===== config.mk =====
export PLATFORM = sky130hd
export DESIGN_NAME = lea128_block_encrypt
export DESIGN_NICKNAME = d
export VERILOG_FILES = /design/src/sv/lea128_pkg.sv /design/src/sv/lea128_block_encrypt.sv
export SDC_FILE = /design/constraint.sdc
export NUM_CORES = 2
export LEC_CHECK = 0
export ABC_AREA = 1
export BUFFER_PORTS_ARGS = -buffer_cell sky130_fd_sc_hd__buf_2
export CAP_MARGIN = 20
export CORE_MARGIN = 2
export CORE_UTILIZATION = 46
export DETAILED_ROUTE_END_ITERATION = 8
export SLEW_MARGIN = 25
export SYNTH_ARGS = -nofsm -noshare
export SYNTH_HDL_FRONTEND = slang
export SYNTH_SLANG_ARGS = --single-unit
export TNS_END_PERCENT = 5

===== constraint.sdc =====
create_clock -name clk -period 9.71 [get_ports clk]
set_input_delay 0.4855 -clock clk [delete_from_list [all_inputs] [get_ports clk]]
set_output_delay 0.4855 -clock clk [all_outputs]
set_load 0.005 [all_outputs]

===== src/sv/lea128_pkg.sv =====
package lea128_pkg;

  localparam int unsigned WORD_W      = 32;
  localparam int unsigned BLOCK_W     = 64;
  localparam int unsigned KEY_INDEX_W = 7;
  localparam int unsigned ROUND_COUNT_DEF = 24;

  localparam logic FUNC_KEY_WRITE = 1'b0;
  localparam logic FUNC_ENCRYPT   = 1'b1;

  typedef logic [WORD_W-1:0] word_t;

  typedef struct packed {
    word_t x3;
    word_t x2;
    word_t x1;
    word_t x0;
  } lea_block_t;

  function automatic word_t rol9(input word_t v);
    rol9 = {v[WORD_W-10:0], v[WORD_W-1:WORD_W-9]};
  endfunction

  function automatic word_t ror5(input word_t v);
    ror5 = {v[4:0], v[WORD_W-1:5]};
  endfunction

  function automatic word_t ror3(input word_t v);
    ror3 = {v[2:0], v[WORD_W-1:3]};
  endfunction

  // key row packs K0 in the low word up to K3 in the high word
  function automatic lea_block_t lea_round(input lea_block_t x, input lea_block_t k);
    lea_block_t y;
    y.x0 = rol9((x.x0 ^ k.x0) + (x.x1 ^ k.x1));
    y.x1 = ror5((x.x1 ^ k.x2) + (x.x2 ^ k.x1));
    y.x2 = ror3((x.x2 ^ k.x3) + (x.x3 ^ k.x1));
    y.x3 = x.x0;
    lea_round = y;
  endfunction

endpackage


===== src/sv/lea128_block_encrypt.sv =====
// Channel  Direction  Handshake             Payload
// in_      input      in_valid / in_stall   func, key_index, key_word, block_lo, block_hi
// out_     output     out_valid / out_stall cipher_lo, cipher_hi
//
// The round loop runs one round a cycle up to the last round, one 128-bit key row read a round.
// Round keys sit in a memory of ROUND_COUNT rows of four words, one word written per beat.
// Reset (rst_n low, synchronous) clears control only; key rows stay undefined until written.
// A new item is taken while a finished beat waits on out_stall; the last round holds
// until the output register is free.
module lea128_block_encrypt
  import lea128_pkg::*;
#(
  parameter int unsigned ROUND_COUNT = ROUND_COUNT_DEF
) (
  input  logic                   clk,
  input  logic                   rst_n,
  input  logic                   in_valid,
  output logic                   in_stall,
  input  logic                   in_func,
  input  logic [KEY_INDEX_W-1:0] in_key_index,
  input  logic [WORD_W-1:0]      in_key_word,
  input  logic [BLOCK_W-1:0]     in_block_lo,
  input  logic [BLOCK_W-1:0]     in_block_hi,
  output logic                   out_valid,
  input  logic                   out_stall,
  output logic [BLOCK_W-1:0]     out_cipher_lo,
  output logic [BLOCK_W-1:0]     out_cipher_hi
);

  localparam int unsigned ROW_W     = (ROUND_COUNT > 1) ? $clog2(ROUND_COUNT) : 1;
  localparam int unsigned KEY_WORDS = 4 * ROUND_COUNT;
  localparam logic [ROW_W-1:0] LAST_ROUND = ROW_W'(ROUND_COUNT - 1);

  typedef enum logic {ST_IDLE, ST_RUN} state_t;

  state_t           state_r, state_nxt;
  logic [ROW_W-1:0] round_r, round_nxt;
  lea_block_t       data_r, data_nxt;
  logic             out_valid_r, out_valid_nxt;
  logic [BLOCK_W-1:0] cipher_lo_r, cipher_lo_nxt;
  logic [BLOCK_W-1:0] cipher_hi_r, cipher_hi_nxt;

  lea_block_t       key_mem [ROUND_COUNT];
  lea_block_t       key_r;
  logic             rd_en;
  logic [ROW_W-1:0] rd_addr;
  logic             wr_en;
  logic [ROW_W-1:0] wr_row;
  logic [1:0]       wr_lane;

  logic       in_accept;
  logic       enc_accept;
  logic       out_free;
  logic       last_round;
  lea_block_t round_out;

  assign in_stall   = (state_r != ST_IDLE);
  assign in_accept  = in_valid && !in_stall;
  assign enc_accept = in_accept && (in_func == FUNC_ENCRYPT);
  assign out_free   = !out_valid_r || !out_stall;
  assign last_round = (round_r == LAST_ROUND);
  assign round_out  = lea_round(data_r, key_r);

  assign wr_en   = in_accept && (in_func == FUNC_KEY_WRITE) &&
                   ({1'b0, in_key_index} < (KEY_INDEX_W+1)'(KEY_WORDS));
  assign wr_row  = in_key_index[ROW_W+1:2];
  assign wr_lane = in_key_index[1:0];

  assign rd_en   = enc_accept || ((state_r == ST_RUN) && !last_round);
  assign rd_addr = (state_r == ST_RUN) ? ROW_W'(round_r + 1'b1) : '0;

  always_ff @(posedge clk) begin
    if (wr_en) begin
      key_mem[wr_row][wr_lane*WORD_W +: WORD_W] <= in_key_word;
    end
    if (rd_en) begin
      key_r <= key_mem[rd_addr];
    end
  end

  always_comb begin
    state_nxt     = state_r;
    round_nxt     = round_r;
    data_nxt      = data_r;
    out_valid_nxt = out_valid_r;
    cipher_lo_nxt = cipher_lo_r;
    cipher_hi_nxt = cipher_hi_r;
    if (out_valid_r && !out_stall) begin
      out_valid_nxt = 1'b0;
    end
    case (state_r)
      ST_IDLE: begin
        if (enc_accept) begin
          data_nxt  = {in_block_hi, in_block_lo};
          round_nxt = '0;
          state_nxt = ST_RUN;
        end
      end
      ST_RUN: begin
        if (!last_round) begin
          data_nxt  = round_out;
          round_nxt = ROW_W'(round_r + 1'b1);
        end else if (out_free) begin
          cipher_lo_nxt = {round_out.x1, round_out.x0};
          cipher_hi_nxt = {round_out.x3, round_out.x2};
          out_valid_nxt = 1'b1;
          state_nxt     = ST_IDLE;
        end
      end
      default: begin
        state_nxt = ST_IDLE;
      end
    endcase
  end

  always_ff @(posedge clk) begin
    if (!rst_n) begin
      state_r     <= ST_IDLE;
      round_r     <= '0;
      out_valid_r <= 1'b0;
    end else begin
      state_r     <= state_nxt;
      round_r     <= round_nxt;
      out_valid_r <= out_valid_nxt;
    end
    data_r      <= data_nxt;
    cipher_lo_r <= cipher_lo_nxt;
    cipher_hi_r <= cipher_hi_nxt;
  end

  assign out_valid     = out_valid_r;
  assign out_cipher_lo = cipher_lo_r;
  assign out_cipher_hi = cipher_hi_r;

  a_enc_starts_run: assert property (@(posedge clk) disable iff (!rst_n)
    enc_accept |=> (state_r == ST_RUN) && (round_r == '0))
    else $error("encrypt beat did not start round 0");

  a_round_advances: assert property (@(posedge clk) disable iff (!rst_n)
    (state_r == ST_RUN) && !last_round |=> (round_r == ROW_W'($past(round_r) + 1'b1)))
    else $error("round counter did not advance");

  a_round_in_range: assert property (@(posedge clk) disable iff (!rst_n)
    (state_r == ST_RUN) |-> (round_r <= LAST_ROUND))
    else $error("round counter beyond last round");

  a_result_from_run: assert property (@(posedge clk) disable iff (!rst_n)
    $rose(out_valid_r) |-> ($past(state_r) == ST_RUN) && (state_r == ST_IDLE))
    else $error("result beat raised outside the last round");

  a_no_overwrite: assert property (@(posedge clk) disable iff (!rst_n)
    out_valid_r && out_stall |=> out_valid_r && $stable(cipher_lo_r) && $stable(cipher_hi_r))
    else $error("waiting result beat overwritten");

endmodule


==> metrics.cfg <==
[status]
outcome=finished, final reports clean

[synthesis]
synth.most_common_cell=edfxtp_1
ys_warn_count=0
synth-seq-area-share_pct=71.5
synth_top_cells_by_count=edfxtp_1 (3,456), nand2_1 (2,012), nor2_1 (1,897)
synth.area.top_cells=edfxtp_1 (71%), o21ai_0 (5.3%), nand2_1 (5.2%), nor2_1 (4.9%), inv_1 (1.9%)
yosys_register_bits=3463
ys_dominant_reg_cell=edfxtp_1
syn_area_um2=145000
synth_top_area_share_pct=71.4
synthArstFlopShare_pct=0
syn_nets=12612
ys_types=34
yosysTopAreaCell=edfxtp_1
synth_edf_count=3456
syn_inst=12338
synth.avg_cell_area_um2=11.8

[drt]
via_per_inst=5.83
first_pass_iters=9
ant_nets=0
drt-total-wl_mm=478
wl_per_cell_um=27.9
drtIter0Drc=13104
via_count=99951
drc_errors=0

[worst_setup_path]
worstPathArrival_ns=5.80
critical_path.endpoint_type=flop
required_ns=10.42
cp_max_fo=82
crit_path_start_kind=flop
crit_type=reg2reg

[grt]
grtUsageTotal_pct=29.1
grt_overflow=0
grt_pass1_wl_mm=678
antenna_found_initial=24
grt_max_degree=286
grt_pass1_vias=94144

[clocking]
cts_made_buffers=361
tritoncts=yes
cts_resized=0
clockRootBuffer=clkbuf_16
clock_latency_ns=0.99
clk_pin_slew_ns=0.06
cts.path.max_buffers=4
cts_sinks=3463
htreeDepth=5

[floorplan]
die_w_um=566
die_h_um=566
core.rowCount=206
dieArea_um2=320000
core_um2=315000
start_util_pct=46.2
ios=302

[sta]
skew_ns=0.0692
finalHoldViolations=0
slew_headroom_pct=22.1
fin_crit_sh_pct=52.5
max_freq_mhz=196
fin_crit_ns=5.09
rsz0062_at_grt=no
tns_ns=0
setup_violations=0
drv_slew=0
worst_slew_pin_slew_ns=1.17

[power]
leakage_nw=56.7
power.density_nw_per_um2=212
clockPowerShare_pct=39.5
pwr-share-comb_pct=12.0
pwr-share-seq_pct=48.5
power_switching_share_pct=26.5
peakVddDrop_uv=162
p_int_w=0.0257
p_total_w=0.0350
p_sw_w=0.00928

[layout]
multi_input_area_um2=36700
area_growth_pct=13.8
fill_cells=26450
drive_gt1_share_pct=9.94
nets=12950
regArea_um2=104000

[placement]
hpwl_mm=269
io_buffers=301
gp_congestion=0.934

[run]
cap_violations=0

[min_path]
holdCritPathClass=in2reg

[critical path, cell delays in order (launching register included)]
cell and delay [ns]:
dfxtp_4 0.96, inv_2 0.17, nand2_8 0.48, buf_4 0.76, buf_4 0.82, buf_4 0.67
a21oi_1 0.13, o21ai_0 0.11, o211ai_1 0.12, nand3_1 0.16, nand2_1 0.08, nand2_1 0.06
nand2_1 0.06
[repair_timing]
action	CTS	global route
hold buffers	122	0
endpoints found under the hold margin	127	0
buffers inserted	0	0
[power by group through the flow]
stage | Sequential, W | Clock, W | Combinational [W]
after global routing | 0.0170 | 0.0145 | 0.00458
after CTS | 0.0170 | 0.0140 | 0.00413
final | 0.0170 | 0.0138 | 0.00420
after detailed placement | 0.0173 | 0 | 0.00407
after floorplan | 0.0171 | 0 | 0.00258
after global placement | 0.0173 | 0 | 0.00404
[area by class of cell]
cell class | count | area share [%]
clock buffers | 439 | 5.68
multi-input cells | 7413 | 22.2
clock inverters | 221 | 1.40
repair buffers | 686 | 2.97
diodes | 7 | 0.0106
inverters | 751 | 1.74
flip-flops and latches | 3463 | 62.8
well taps | 4160 | 3.15
[per-layer routing]
layer	GRT usage [%]	up-vias	wire, um
met2	44.3	5575	213000
met4	10.5	20	18000
met3	6.45	820	53700
met1	41.2	49437	193000
li1	-	44099	-
met5	0	-	134
[cells by family after synthesis]
kind of cell,share of synthesized area (%)
buffers and inverters,4.15
xor gates and xnor gates,1.45
AOI/OAI and AO/OA,10.2
adders and majority gates,0.894
DFF,71.5
and+or+nand+nor,11.9
[final timing paths]
path | start | to | slack (ns) | cells after the start
max | round_r[0] | key_r[75] | 4.62 | 12
min | in_block_hi[57] | data_r[121] | 0.01 | 3
max reg2reg | round_r[0] | key_r[75] | 4.62 | 12
min reg2reg | data_r[13] | out_cipher_hi[45] | 0.51 | 0
[layout by cell type, fill, tap and decap left out, types with 17 or more instances in the layout]
cell	count
nand2_1	2005
nor3_1	18
nand3_1	329
o211ai_1	327
bufinv_16	37
nand3b_1	17
dlygate4sd3_1	122
nor3_2	39
nor3_4	25
o21ai_1	260
ha_1	99
buf_4	247
edfxtp_1	3456
clkbuf_1	75
a21oi_1	274
o21ai_0	1552
and2_1	49
nor2_4	100
clkbuf_16	364
buf_2	300
nor2_2	22
xor2_1	228
o22ai_1	176
clkinv_1	69
inv_1	743
nor2_1	1777
o221ai_1	80
clkinv_2	70
[registers in the layout (all words and copies together), names as in the netlist]
register       count
out_cipher_lo     64
key_mem         3072
data_r           128
out_valid          1
key_r            128
out_cipher_hi     64
in_stall           1
round_r            5
[through the flow]
stage	std cells	util [%]	cell area [um^2]	setup WS, ns	hold slack, ns
6_report	17140	52.5	165000	4.62	0.0144
5_1_grt	17134	52.5	165000	4.38	0.00941
4_1_cts	17132	52.5	165000	4.74	0.00176
3_5_place_dp	16350	48.4	152000	4.74	0.498
3_3_place_gp	16350	48.3	152000	4.76	0.496
2_1_floorplan	12338	-	145000	2.93	0.466
Power figures use the tool's default switching activity.
